$ cat src/rtl/core/ptp_pkg.sv
`timescale 1ns / 1ps
`default_nettype none
// ----------------------------------------------------------------------------
// ptp_pkg
// Shared widths, mode codes, control structs and helpers for the perceptron.
// ----------------------------------------------------------------------------
package ptp_pkg;

  localparam int FEATURES_DEF = 4;   // default lane count
  localparam int FEAT_MAX     = 4;   // feature slots carried in tdata
  localparam int FEAT_W       = 16;  // Q4.12 feature
  localparam int WGT_W        = 24;  // Q12.12 weight and bias
  localparam int LR_W         = 16;  // learning rate, 12 fraction bits
  localparam int FRAC         = 12;
  localparam int SLR_W        = LR_W + 2;           // signed +/- learning rate
  localparam int PROD_W       = FEAT_W + WGT_W;     // feature * weight
  localparam int DLT_W        = SLR_W + FEAT_W;     // signed rate * feature
  localparam int ACC_W        = PROD_W + 3;         // four products plus bias
  localparam int ACT_W        = 32;
  localparam int MODE_W       = 2;

  localparam logic [LR_W-1:0]   LR_RESET     = 16'd41;
  localparam logic [MODE_W-1:0] MODE_PREDICT = 2'd0;
  localparam logic [MODE_W-1:0] MODE_TRAIN   = 2'd1;
  localparam logic [MODE_W-1:0] MODE_LOAD    = 2'd2;

  // Stage-two command to every lane.
  typedef struct packed {
    logic upd;    // apply the learning step
    logic load;   // copy the held feature into the weight
  } lane_ctl_t;

  // Stage-two command to the merge stage.
  typedef struct packed {
    logic valid;
    logic train;
    logic load;
    logic label;
  } mrg_ctl_t;

  // Merge stage decision.
  typedef struct packed {
    logic                    pred;
    logic                    wrong;
    logic signed [ACT_W-1:0] act;
  } mrg_res_t;

  // Clamp a one-bit-grown sum back to the weight width.
  function automatic logic signed [WGT_W-1:0] sat_wgt(input logic signed [WGT_W:0] v);
    logic signed [WGT_W-1:0] res;
    if (v[WGT_W] != v[WGT_W-1]) begin
      res = v[WGT_W] ? {1'b1, {(WGT_W-1){1'b0}}} : {1'b0, {(WGT_W-1){1'b1}}};
    end else begin
      res = v[WGT_W-1:0];
    end
    return res;
  endfunction

endpackage
`default_nettype wire

$ cat src/rtl/core/ptp_lane.sv
`timescale 1ns / 1ps
`default_nettype none
// ----------------------------------------------------------------------------
// ptp_lane
// One feature lane: holds its weight, forms the dot-product term and the
// learning step, and writes the weight back on a training mistake or on load.
// ----------------------------------------------------------------------------
module ptp_lane
  import ptp_pkg::*;
(
  input  wire                       clk,
  input  wire                       rst_n,
  input  wire                       acc_en,
  input  wire  signed [FEAT_W-1:0]  feature,
  input  wire  signed [SLR_W-1:0]   slr,
  input  lane_ctl_t                 ctl,
  output logic signed [PROD_W-1:0]  prod
);

  logic signed [WGT_W-1:0]  weight_r, weight_nxt;
  logic signed [PROD_W-1:0] prod_r;
  logic signed [DLT_W-1:0]  dlt_r;
  logic signed [FEAT_W-1:0] feat_r;

  logic signed [DLT_W-FRAC-1:0] dlt_sh;
  logic signed [WGT_W:0]        wsum;

  // Floor to 12 fraction bits is the arithmetic drop of the low bits.
  assign dlt_sh = dlt_r[DLT_W-1:FRAC];
  assign wsum   = (WGT_W+1)'(weight_r) + (WGT_W+1)'(dlt_sh);

  always_comb begin
    weight_nxt = weight_r;
    if (ctl.load) begin
      weight_nxt = WGT_W'(feat_r);
    end else if (ctl.upd) begin
      weight_nxt = sat_wgt(wsum);
    end
  end

  always_ff @(posedge clk) begin
    if (!rst_n) begin
      weight_r <= '0;
    end else begin
      weight_r <= weight_nxt;
    end
  end

  always_ff @(posedge clk) begin
    if (acc_en) begin
      prod_r <= PROD_W'(feature * weight_r);
      dlt_r  <= DLT_W'(slr * feature);
      feat_r <= feature;
    end
  end

  assign prod = prod_r;

endmodule
`default_nettype wire

$ cat config.mk
export PLATFORM = sky130hd
export DESIGN_NAME = ptp_lane
export DESIGN_NICKNAME = d
export VERILOG_FILES = /design/src/rtl/core/ptp_pkg.sv /design/src/rtl/core/ptp_lane.sv
export SDC_FILE = /design/constraint.sdc
export NUM_CORES = 2
export LEC_CHECK = 0
export BUFFER_PORTS_ARGS = -buffer_cell sky130_fd_sc_hd__buf_2
export CAP_MARGIN = 10
export CELL_PAD_IN_SITES_DETAIL_PLACEMENT = 1
export CELL_PAD_IN_SITES_GLOBAL_PLACEMENT = 2
export CORE_MARGIN = 5
export CORE_UTILIZATION = 43
export CTS_CLUSTER_DIAMETER = 50
export DETAILED_ROUTE_END_ITERATION = 8
export PLACE_DENSITY_LB_ADDON = 0.1
export SYNTH_ARGS = -nofsm -noshare
export SYNTH_HDL_FRONTEND = slang
export SYNTH_SLANG_ARGS = --single-unit
$ cat constraint.sdc
create_clock -name clk -period 7.1 [get_ports clk]
set_input_delay 0.355 -clock clk [delete_from_list [all_inputs] [get_ports clk]]
set_output_delay 0.355 -clock clk [all_outputs]
set_load 0.05 [all_outputs]
==> impl_metrics.prom <==
# TYPE chip_impl_metric gauge
chip_impl_metric{name="worst_pin_slew",unit="ps"} 1153
chip_impl_metric{name="grt_first_pass_wirelength",unit="um"} 133200
chip_impl_metric{name="cts_hold_repair.buffers",unit=""} 0
chip_impl_metric{name="post_synth_cell_types",unit=""} 73
chip_impl_metric{name="number_of_global_route_vias_before_repair",unit=""} 24610
chip_impl_metric{name="final_min_period_over_clock_period",unit=""} 0.9579
chip_impl_metric{name="synth.cell_area",unit="mm2"} 0.02895
chip_impl_info{name="timing.setup.critical_path_class",value="reg2reg"} 1
chip_impl_info{name="setup.worst_path.end_class",value="flip-flop"} 1
chip_impl_metric{name="synth-edff-count",unit=""} 78
chip_impl_metric{name="cts_inserted_buffers",unit=""} 9
chip_impl_metric{name="rows",unit=""} 95
chip_impl_metric{name="layout.nets",unit=""} 4050
chip_impl_metric{name="antenna_found_initial",unit=""} 4
chip_impl_metric{name="synth-warning-count",unit=""} 0
chip_impl_metric{name="timing.final.hold_violations",unit=""} 0
chip_impl_metric{name="worst_setup_slack_after_layout",unit="ps"} 298.7
chip_impl_metric{name="die_area",unit="mm2"} 0.07260
chip_impl_metric{name="globalplace.congestion",unit=""} 0.8568
chip_impl_metric{name="core",unit="mm2"} 0.06692
chip_impl_metric{name="avgRoutedWirePerCell",unit="um"} 19.85
chip_impl_metric{name="critical_path.max_fanout",unit=""} 11
chip_impl_metric{name="required_worst_endpoint",unit="ps"} 7250
chip_impl_metric{name="finalWirelength",unit="um"} 79810
chip_impl_metric{name="antenna_left",unit=""} 0
chip_impl_metric{name="setup_viol",unit=""} 0
chip_impl_metric{name="final.hold.worst_slack",unit="ps"} 362.2
chip_impl_metric{name="remaining_drc_errors",unit=""} 0
chip_impl_info{name="hold_class",value="in2reg"} 1
chip_impl_metric{name="yosys_register_bits",unit=""} 102
chip_impl_metric{name="arrival_worst_endpoint",unit="ps"} 6950
chip_impl_info{name="final_common_cell",value="sky130_fd_sc_hd__inv_1"} 1
chip_impl_metric{name="i_o_pin_total",unit=""} 79
chip_impl_metric{name="buffer_ports.inserted",unit=""} 78
chip_impl_metric{name="maximum_number_of_pins_on_one_net_before_global_route_repair",unit=""} 63
chip_impl_metric{name="cts_num_sinks",unit=""} 102
chip_impl_metric{name="synthToLayoutAreaGrowth",unit="%"} 6.475
chip_impl_metric{name="skew",unit="ps"} 15.96
chip_impl_info{name="crit_path_cell_trace",value="buf_4 > nand2_1 > fa_1 > inv_1 > fa_1 > fa_1 > fa_1 > fa_1 > inv_1 > fa_1 > inv_1 > ha_1 > and3_1 > a221oi_1 > o21ai_0 > a31o_2 > a2111oi_2 > nor2_1 > xor2_1"} 1
chip_impl_info{name="timing.critical_path.mode_cell",value="sky130_fd_sc_hd__fa_1"} 1
chip_impl_metric{name="cts-root-to-sink-buffers",unit=""} 2
chip_impl_info{name="timing.critical_path.max_delay_family",value="adder cells"} 1
chip_impl_metric{name="die_h",unit="um"} 269.5
chip_impl_info{name="timing.critical_path.from_type",value="flip-flop"} 1
chip_impl_metric{name="timing.slew.headroom",unit=""} 0.2315
chip_impl_info{name="worst_path_max_delay_cell",value="sky130_fd_sc_hd__dfxtp_1"} 1
chip_impl_metric{name="drtPass1Iterations",unit=""} 5
chip_impl_info{name="cts_tree",value="yes"} 1
chip_impl_metric{name="max_freq",unit="MHz"} 147.0
chip_impl_metric{name="synth_seq_area_share",unit=""} 0.09752
chip_impl_metric{name="die_x",unit="um"} 269.5
chip_impl_metric{name="clk-insertion-delay-late",unit="ps"} 390
chip_impl_info{name="ys_flop_type",value="sky130_fd_sc_hd__edfxtp_1"} 1
chip_impl_metric{name="h-tree-depth",unit=""} 3
chip_impl_metric{name="initialDrtViolationCount",unit=""} 768
chip_impl_metric{name="critical_path_buf_inv_count",unit=""} 4
chip_impl_metric{name="postSynthAreaPerCell",unit="um2"} 9.301
chip_impl_metric{name="placement_setup_slack",unit="ps"} 86.66
chip_impl_metric{name="drv_slew",unit=""} 0
chip_impl_metric{name="clkTransAtPathRegs",unit="ps"} 80
chip_impl_metric{name="gr-usage-all-layers",unit=""} 0.2293
chip_impl_metric{name="post_route_cells_drive_above_1_share",unit=""} 0.06260
chip_impl_info{name="clk_root_buffer_cell",value="sky130_fd_sc_hd__clkbuf_16"} 1
chip_impl_metric{name="overflow",unit=""} 0
chip_impl_metric{name="synth_async_sr_flop_share",unit=""} 0
chip_impl_metric{name="detailedPlacementHpwl",unit="um"} 67680
chip_impl_metric{name="place_inst",unit=""} 4004
chip_impl_metric{name="postSynthNetCount",unit=""} 4020
chip_impl_metric{name="max_cap_violations",unit=""} 0
chip_impl_info{name="status",value="finished, final reports clean"} 1
chip_impl_metric{name="floorplan.initialDensity",unit=""} 0.4325
chip_impl_info{name="rsz0062_at_grt",value="no"} 1
chip_impl_metric{name="fin_setup_tns",unit="ps"} 0
chip_impl_metric{name="antenna_cells_inserted",unit=""} 0
chip_impl_metric{name="syn-instance-count",unit=""} 3112
chip_impl_metric{name="max_stage_delay",unit="ps"} 730
chip_impl_metric{name="vias",unit=""} 20600
chip_impl_metric{name="finish.cell_count_without_fillers",unit=""} 4020
chip_impl_metric{name="fin_crit",unit="ps"} 6801
chip_impl_info{name="most-common-layout-cells",value="sky130_fd_sc_hd__inv_1, sky130_fd_sc_hd__fa_1, sky130_fd_sc_hd__nand2_1"} 1
chip_impl_metric{name="vias_per_cell",unit=""} 5.124
-- metal layers --
layer / GRT usage / part of all wire
met4: 0.04593 / 0.020
met1: 0.3092 / 0.45
met2: 0.4059 / 0.50
met5: 0 / 0
met3: 0.02347 / 0.026
-- stage by stage --
| step | instance area, um2 | util |
|---|---|---|
| 4_1_cts | 30820 | 0.4605 |
| 5_1_grt | 30820 | 0.4605 |
| 3_3_place_gp | 30520 | 0.4560 |
| 3_5_place_dp | 30520 | 0.4560 |
| 6_report | 30820 | 0.4605 |
| 2_1_floorplan | 28950 | - |
-- final timing paths --
check                                 start     endpoint  slack, ps  cells after the start
worst max-delay path            weight_r[9]     prod[37]        300                     19
worst min-delay path                 acc_en     prod[24]        360                      1
worst max register to register  weight_r[9]     prod[37]        300                     19
worst min register to register    feat_r[8]  weight_r[8]        580                      2
-- synth_stat cells (11+ instances only) --
cell	number	area, um2
sky130_fd_sc_hd__and3_1	12	75.07
sky130_fd_sc_hd__nand2b_1	23	143.9
sky130_fd_sc_hd__o21bai_1	11	82.58
sky130_fd_sc_hd__a21o_1	23	172.7
sky130_fd_sc_hd__a211oi_1	12	90.09
sky130_fd_sc_hd__nand3_1	20	100.1
sky130_fd_sc_hd__nor3_1	29	145.1
sky130_fd_sc_hd__inv_1	765	2872
sky130_fd_sc_hd__ha_1	205	2565
sky130_fd_sc_hd__xnor2_1	60	525.5
sky130_fd_sc_hd__and2_1	253	1583
sky130_fd_sc_hd__a21oi_1	76	380.4
sky130_fd_sc_hd__o21ai_0	63	315.3
sky130_fd_sc_hd__fa_1	664	13290
sky130_fd_sc_hd__nor2_1	71	266.5
sky130_fd_sc_hd__dfxtp_1	24	480.5
sky130_fd_sc_hd__nand2_1	427	1603
sky130_fd_sc_hd__edfxtp_1	78	2342
sky130_fd_sc_hd__o21a_1	14	105.1
sky130_fd_sc_hd__clkbuf_1	121	454.2
sky130_fd_sc_hd__xor2_1	23	201.4
-- cells by family after synthesis --
family	synth area share
buffers and inverters	0.1165
adders and majority gates	0.5479
xor gates and xnor gates	0.02511
muxes	0.001037
DFF	0.09752
AOI/OAI and AO/OA	0.06527
and+or+nand+nor	0.1467
-- flip-flops by register name, summed over array words and instances (netlist names) --
register / cells
dlt_r: 22
prod: 40
feat_r: 16
weight_r: 24
-- final cells by class --
cell class	instances	area, um2
tap	873	1092
fill	7723	36100
multi-input combinational	2115	22750
clock buffer	14	285.3
timing repair buffer	147	973.4
inverter	767	2879
clock inverter	2	13.76
sequential	102	2826
-- repair_timing --
action | in CTS | in global routing
setup buffers | 0 | 0
gates resized for setup | 0 | 3
setup endpoints to repair | 0 | 6
Power is not shown: default switching activity piles up to over one toggle a cycle in this logic, so the estimate is an artifact.
