===== src/rtl/core/ptp_pkg.sv =====
`timescale 1ns / 1ps
`default_nettype none
// ----------------------------------------------------------------------------
// ptp_pkg
// Shared widths, mode codes, control structs and helpers for the perceptron.
// ----------------------------------------------------------------------------
package ptp_pkg;

  localparam int FEATURES_DEF = 4;   // default lane count
  localparam int FEAT_MAX     = 4;   // feature slots carried in tdata
  localparam int FEAT_W       = 16;  // Q4.12 feature
  localparam int WGT_W        = 24;  // Q12.12 weight and bias
  localparam int LR_W         = 16;  // learning rate, 12 fraction bits
  localparam int FRAC         = 12;
  localparam int SLR_W        = LR_W + 2;           // signed +/- learning rate
  localparam int PROD_W       = FEAT_W + WGT_W;     // feature * weight
  localparam int DLT_W        = SLR_W + FEAT_W;     // signed rate * feature
  localparam int ACC_W        = PROD_W + 3;         // four products plus bias
  localparam int ACT_W        = 32;
  localparam int MODE_W       = 2;

  localparam logic [LR_W-1:0]   LR_RESET     = 16'd41;
  localparam logic [MODE_W-1:0] MODE_PREDICT = 2'd0;
  localparam logic [MODE_W-1:0] MODE_TRAIN   = 2'd1;
  localparam logic [MODE_W-1:0] MODE_LOAD    = 2'd2;

  // Stage-two command to every lane.
  typedef struct packed {
    logic upd;    // apply the learning step
    logic load;   // copy the held feature into the weight
  } lane_ctl_t;

  // Stage-two command to the merge stage.
  typedef struct packed {
    logic valid;
    logic train;
    logic load;
    logic label;
  } mrg_ctl_t;

  // Merge stage decision.
  typedef struct packed {
    logic                    pred;
    logic                    wrong;
    logic signed [ACT_W-1:0] act;
  } mrg_res_t;

  // Clamp a one-bit-grown sum back to the weight width.
  function automatic logic signed [WGT_W-1:0] sat_wgt(input logic signed [WGT_W:0] v);
    logic signed [WGT_W-1:0] res;
    if (v[WGT_W] != v[WGT_W-1]) begin
      res = v[WGT_W] ? {1'b1, {(WGT_W-1){1'b0}}} : {1'b0, {(WGT_W-1){1'b1}}};
    end else begin
      res = v[WGT_W-1:0];
    end
    return res;
  endfunction

endpackage
`default_nettype wire


===== src/rtl/core/ptp_merge.sv =====
`timescale 1ns / 1ps
`default_nettype none
// ----------------------------------------------------------------------------
// ptp_merge
// Sum the lane terms with the bias, decide the class, and update or clear the bias.
// ----------------------------------------------------------------------------
module ptp_merge
  import ptp_pkg::*;
#(
  parameter int FEATURES = FEATURES_DEF
)
(
  input  wire                            clk,
  input  wire                            rst_n,
  input  wire  [FEATURES-1:0][PROD_W-1:0] prods,
  input  wire  signed [SLR_W-1:0]        slr,
  input  mrg_ctl_t                       ctl,
  output mrg_res_t                       res
);

  logic signed [WGT_W-1:0] bias_r, bias_nxt;
  logic signed [ACC_W-1:0] acc;
  logic signed [ACC_W-1:0] acc_sh;
  logic signed [WGT_W:0]   bsum;

  // Scale the bias to 24 fraction bits, keeping its sign.
  always_comb begin
    acc = ACC_W'($signed({bias_r, {FRAC{1'b0}}}));
    for (int i = 0; i < FEATURES; i++) begin
      acc = acc + ACC_W'($signed(prods[i]));
    end
  end

  // The floored sum has at most 31 significant bits, so it always fits the
  // 32-bit activation and clamping never engages.
  assign acc_sh    = acc >>> FRAC;
  assign res.act   = acc_sh[ACT_W-1:0];
  assign res.pred  = ~acc[ACC_W-1];
  assign res.wrong = ctl.train & (res.pred != ctl.label);

  assign bsum = (WGT_W+1)'(bias_r) + (WGT_W+1)'(slr);

  always_comb begin
    bias_nxt = bias_r;
    if (ctl.valid && ctl.load) begin
      bias_nxt = '0;
    end else if (ctl.valid && res.wrong) begin
      bias_nxt = sat_wgt(bsum);
    end
  end

  always_ff @(posedge clk) begin
    if (!rst_n) begin
      bias_r <= '0;
    end else begin
      bias_r <= bias_nxt;
    end
  end

endmodule
`default_nettype wire


===== config.mk =====
export PLATFORM = sky130hd
export DESIGN_NAME = ptp_merge
export DESIGN_NICKNAME = d
export VERILOG_FILES = /design/src/rtl/core/ptp_pkg.sv /design/src/rtl/core/ptp_merge.sv
export SDC_FILE = /design/constraint.sdc
export NUM_CORES = 1
export LEC_CHECK = 0
export CAP_MARGIN = 5
export CELL_PAD_IN_SITES_DETAIL_PLACEMENT = 1
export CELL_PAD_IN_SITES_GLOBAL_PLACEMENT = 1
export CORE_UTILIZATION = 40
export CTS_CLUSTER_SIZE = 10
export DETAILED_ROUTE_END_ITERATION = 16
export DONT_BUFFER_PORTS = 1
export HOLD_SLACK_MARGIN = 0.05
export PLACE_DENSITY = 0.68
export SLEW_MARGIN = 10
export SYNTH_ARGS = -nofsm -noshare
export SYNTH_HDL_FRONTEND = slang
export SYNTH_SLANG_ARGS = --single-unit

===== constraint.sdc =====
create_clock -name clk -period 8.7 [get_ports clk]
set_input_delay 1.74 -clock clk [delete_from_list [all_inputs] [get_ports clk]]
set_output_delay 1.74 -clock clk [all_outputs]
set_load 0.01 [all_outputs]

==> results.yml, run 1 <==
logic_synthesis:
  ys_seq_area_share_pct: 6.366
  synth_cell_types: 65
  synth_top_area_cell: "fa_1"
  synth_common_cells: "inv_1 (317), fa_1 (111), ha_1 (73)"
  synth_area_um2: 7547
  synth_edf_count: 0
  syn_inst: 954
  avgSynthCellArea_um2: 7.911
  synthFlopType: "dfxtp_1"
  synth-seq-cells: 24
  yosys_warnings: 0
  post-synth-top-count-cell: "inv_1"
  yosys-top-cells-area: "fa_1 (29%), inv_1 (16%), ha_1 (12%)"
  async_flop_share_pct: 0
  synth_top_cell_area_share_pct: 29.44
  syn_nets: 1322
timing:
  max_freq_ghz: 0.1242
  fin_setup_tns_ns: 0
  worst-slew-pin-transition_ns: 0.9532
  setup_viol: 0
  period_minus_slack_ns: 8.049
  rsz0062_at_grt: "no"
  max_slew_margin_pct: 36.46
  hold_violations: 0
  timing.final.crit_share_pct: 92.51
  skew_ns: 0.007286
  slew_violations: 0
power:
  pwr-share-comb_pct: 86.8
  powerDensity_nw_per_um2: 297.2
  p_total_uw: 2344
  p_sw_share_pct: 58.47
  power_switching_uw: 1370
  clkPwrFrac_pct: 5.9
  ir_drop_uv: 101.6
  leakage_uw: 0.004383
  power_frac_seq_pct: 7.2
  intPower_uw: 973.3
critical_path:
  slowest_stage: "or4b_4"
  criticalPathCategory: "in2out"
  arrival_ns: 6.31
  cpPeakStageDelay_ns: 0.55
  crit_required_ns: 6.96
  path_common_cell: "inv_1"
  r2r-end: "bias_r[10]"
  rrSetupSlack_ns: 4.55
  end_kind: "output port"
  critPathMaxFanout: 4
  crit_start: "prods[15]"
  reg2reg_depth: 13
  startpoint_type: "input pin"
  r2r-start: "bias_r[1]"
  cp-endpoint: "res[22]"
  cp_cell_sequence: "inv_1, fa_1, inv_1, fa_1, inv_1, fa_1, inv_1, ha_1, a21oi_1, o21ai_0, a211oi_2, a31oi_1, or4b_4, a31o_4, a311oi_4, o21bai_2, xnor2_1"
clock_tree:
  cts.sinks: 24
  clock_latency_ns: 0.27
  cts_tree: "built"
  cts_resized: 0
  cts_root_buf: "clkbuf_16"
  post_cts_buffers: 0
  clockBufferDepth: 2
  htree_num_levels: 1
  numCtsBuffers: 3
  path_clk_slew_ns: 0.07
  ctsHoldBuffers: 0
place:
  portBuffers: 0
  hpwl_mm: 16.98
  gp_congestion: 0.9004
outcome:
  outcome: "finished clean"
floorplan:
  die_area_um2: 19420
  die_w_um: 139.4
  core-area_um2: 18210
  rows: 49
  pin_count: 218
  die_y_um: 139.4
  floorplan.initialDensity_pct: 41.45
grt:
  grt_overflow: 0
  antenna_found_initial: 0
  use_met1_pct: 23.24
  grt_max_degree: 38
  grt_use_met2_pct: 40.62
  grt_pass1_wl_mm: 32.15
  grt_use_met3_pct: 3.338
  track_usage_pct: 20.48
  busiest_layer: "met2"
  grt_pass1_vias: 6639
drt:
  drt_iter0_drc: 149
  drt_first_pass_iters: 4
  drc_errors: 0
  routed_wirelength_mm: 19.38
  ant_nets: 0
  num_vias: 6168
  via_per_inst: 5.281
  detail_route.wl_per_cell_um: 16.59
layout:
  largest_register: "bias_r"
  reg_top3: "bias_r (24)"
  fin_nets: 1308
  drive_above_1_share_pct: 2.769
  area_growth_pct: 4.476
  diodes: 0
  seq_area_um2: 480.5
  largest_reg_flops: 24
  final_util_pct: 43.30
  fillers: 2261
  multi_input_area_um2: 5801
job:
  cap_viol_max_count: 0
hold_path:
  hold_class: "reg2reg"
## per-stage QoR
| stage | area (um2) | hold WS, ns | std cells | setup WS, ns |
|---|---|---|---|---|
| after floorplan | 7547 | 0.4968 | 954 | 1.111 |
| after global placement | 7780 | 0.5401 | 1164 | 0.6487 |
| after detailed placement | 7780 | 0.5487 | 1164 | 0.6367 |
| after CTS | 7885 | 0.5623 | 1168 | 0.6129 |
| after global routing | 7885 | 0.6146 | 1168 | 0.3975 |
| final | 7885 | 0.5577 | 1168 | 0.6512 |
## logic make-up (layout without fill, tap and decap cells)
group | after synthesis | count (layout) | synth area share, %
xor+xnor | 45 | 45 | 5.421
buf+inv | 339 | 324 | 17.03
simple gates | 137 | 137 | 8.770
flops | 24 | 24 | 6.366
mux | 4 | 4 | 0.5802
compound gates | 218 | 218 | 19.89
fa+ha+maj | 187 | 187 | 41.94
## area by class of cell
type,instances,share of cell area [%]
well taps,229,3.634
repair buffers,3,0.2856
flip-flops and latches,24,6.093
inverters,317,15.09
multi-input cells,591,73.56
clock inverters,1,0.3808
clock buffers,3,0.9521
## cells in the final DEF, fill, tap and decap left out, types with 3 or more instances in the layout
master,n
inv_1,317
fa_1,111
ha_1,73
a21oi_1,57
nor2_1,43
nand2_1,31
o21ai_0,30
xnor2_1,29
o31ai_1,25
dfxtp_1,24
a21o_1,23
a211oi_1,22
nor3_1,16
xor2_1,14
o21a_1,11
nand3_1,10
o211ai_1,9
nand4_1,8
a31oi_1,5
and2_1,5
nor2b_1,5
a2111oi_0,5
o21bai_1,4
o2111ai_1,3
nand2b_1,3
or2_2,3
mux2_2,3
maj3_1,3
clkbuf_16,3
buf_4,3
## power groups by stage
| stage | sequential (uW) | combinational [uW] | clock, uW |
|---|---|---|---|
| finish | 170 | 2030 | 139 |
| detailed placement | 172 | 2050 | 0 |
| global route | 173 | 2290 | 146 |
| global placement | 172 | 2020 | 0 |
| CTS | 170 | 2060 | 141 |
| floorplan | 155 | 1610 | 0 |
## routing by layer
layer / vias to the layer above / part of all wire, %
met3: 10 / 4.8
li1: 2984 / -
met5: - / 0
met2: 152 / 54
met1: 3022 / 40
met4: 0 / 0.79
## worst max-delay path, delay by kind of cell
| kind | cells | cell delay (ns) |
|---|---|---|
| adder cells (fa/ha/maj) | 4 | 1.87 |
| AO/OA/AOI/OAI | 7 | 1.66 |
| AND/OR/NAND/NOR | 1 | 0.55 |
| XOR/XNOR | 1 | 0.29 |
| buffers and inverters | 4 | 0.18 |
## worst min path at each step
stage | startpoint | to | slack (ns) | depth (start not counted)
2_1_floorplan | bias_r[11] | bias_r[11] | 0.50 | 2
3_5_place_dp | bias_r[23] | bias_r[23] | 0.55 | 2
4_1_cts | bias_r[23] | bias_r[23] | 0.56 | 2
6_report | bias_r[23] | bias_r[23] | 0.56 | 2
5_1_grt | bias_r[23] | bias_r[23] | 0.61 | 2
3_3_place_gp | bias_r[23] | bias_r[23] | 0.54 | 2
Power figures use the tool's default switching activity.
==> run 2, diff against run 1 <==
- CORE_UTILIZATION: 40 -> 48
- PLACE_DENSITY: 0.68 -> 0.8
==> results.yml, run 2 (synthesis gave the netlist of run 1 again) <==
timing:
  rsz0062_at_grt: "no"
  max_slew_margin_pct: 36.84
  period_minus_slack_ns: 8.028
  worst-slew-pin-transition_ns: 0.9473
  slew_violations: 0
  max_freq_ghz: 0.1246
  setup_viol: 0
  hold_violations: 0
  layout_setup_ws_ns: 0.6720
  skew_ns: 0.007278
  timing.final.crit_share_pct: 92.28
  fin_setup_tns_ns: 0
drt:
  ant_nets: 0
  drt_iter0_drc: 250
  drc_errors: 0
  routed_wirelength_mm: 19.49
  drt_first_pass_iters: 4
  detail_route.wl_per_cell_um: 16.95
  via_per_inst: 5.416
  num_vias: 6228
layout:
  final_cell_mix: "inv_1 (317), fa_1 (111), ha_1 (73)"
  diodes: 0
  fillers: 1883
  drive_above_1_share_pct: 2.875
  largest_register: "bias_r"
  largest_reg_flops: 24
  fin_nets: 1308
  reg_top3: "bias_r (24)"
  area_growth_pct: 4.078
  final_util_pct: 51.48
  layout_commonest_cell: "inv_1"
clock_tree:
  clock_latency_ns: 0.26
  post_cts_buffers: 0
  clockBufferDepth: 2
  cts_tree: "built"
  htree_num_levels: 1
  cts.sinks: 24
  path_clk_slew_ns: 0.06
  cts_root_buf: "clkbuf_16"
  ctsHoldBuffers: 0
  numCtsBuffers: 3
  cts_resized: 0
power:
  p_sw_share_pct: 58.82
  powerDensity_nw_per_um2: 302.1
  pwr-share-comb_pct: 87.0
  leakage_uw: 0.004382
  intPower_uw: 977.2
  power_frac_seq_pct: 7.3
  ir_drop_uv: 135.7
  clkPwrFrac_pct: 5.7
  power_switching_uw: 1396
critical_path:
  crit_required_ns: 6.96
  crit_family: "adder cells"
  critPathBufInv: 4
  arrival_ns: 6.29
  startpoint_type: "input pin"
  path_common_cell: "inv_1"
  critPathMaxFanout: 4
  end_kind: "output port"
  criticalPathCategory: "in2out"
  cpPeakStageDelay_ns: 0.58
  slowest_stage: "fa_1"
  cp_cell_sequence: "inv_1, fa_1, inv_1, fa_1, inv_1, fa_1, inv_1, ha_1, a21oi_1, o21ai_0, a211oi_1, a31oi_1, or4b_4, a31o_4, a311oi_4, o21bai_2, xnor2_1"
place:
  gp_congestion: 0.8452
  portBuffers: 0
  place_ws_ns: 0.6754
  hpwl_mm: 17.39
grt:
  antenna_found_initial: 0
  grt_pass1_vias: 6672
  grt_pass1_wl_mm: 31.84
  grt_overflow: 0
  grt_max_degree: 38
  track_usage_pct: 24.55
floorplan:
  die_w_um: 127.4
  pin_count: 218
  rows: 45
  die_area_um2: 16230
  core-area_um2: 15260
  die_y_um: 127.4
  floorplan.initialDensity_pct: 49.46
hold_path:
  hold_class: "reg2reg"
outcome:
  outcome: "finished clean"
job:
  cap_viol_max_count: 0
## run 2: final cells by class
class | count | area [um2] | share of cell area [%]
clock buffers | 3 | 75.07 | 0.9557
clock inverters | 1 | 30.03 | 0.3823
inverters | 317 | 1190 | 15.15
multi-input cells | 591 | 5793 | 73.75
flip-flops and latches | 24 | 480.5 | 6.117
well taps | 211 | 264.0 | 3.361
repair buffers | 3 | 22.52 | 0.2867
## run 2: power groups by stage
stage	Sequential, uW	Combinational, uW	Clock [uW]
after floorplan	155	1610	0
after global placement	174	2010	0
after detailed placement	175	2070	0
after CTS	173	2080	136
after global routing	176	2310	138
final	174	2060	135
## run 2: final timing paths
kind / from / to / slack [ns] / cells past startpoint
worst max register to register: bias_r[23] / bias_r[21] / 4.39 / 14
worst max-delay path: prods[19] / res[22] / 0.67 / 17
worst min-delay path: bias_r[22] / bias_r[22] / 0.58 / 2
worst min register to register: bias_r[22] / bias_r[22] / 0.58 / 2
## run 2: routing by layer
metal  vias to the layer above  GRT usage (%)  wire length, um
met2                       178          46.80            10120
met4                         0          3.711              167
met3                        12          3.057              936
met1                      3053          29.83             8263
met5                         -              0                0
li1                       2985              -                -
## run 2: worst min-delay path, delay by kind of cell (launching register included)
family	cells	cell delay, ns
AOI/OAI and AO/OA	1	0.09
DFF	1	0.38
and+or+nand+nor	1	0.08
## run 2: metrics by stage
| step | std cells | instance area (um2) | power (uW) | hold WS [ns] |
|---|---|---|---|---|
| floorplan | 954 | 7547 | 1764 | 0.4968 |
| global placement | 1146 | 7750 | 2187 | 0.5364 |
| CTS | 1150 | 7855 | 2390 | 0.5835 |
| finish | 1150 | 7855 | 2373 | 0.5796 |
| global route | 1150 | 7855 | 2621 | 0.6145 |
| detailed placement | 1146 | 7750 | 2245 | 0.5574 |
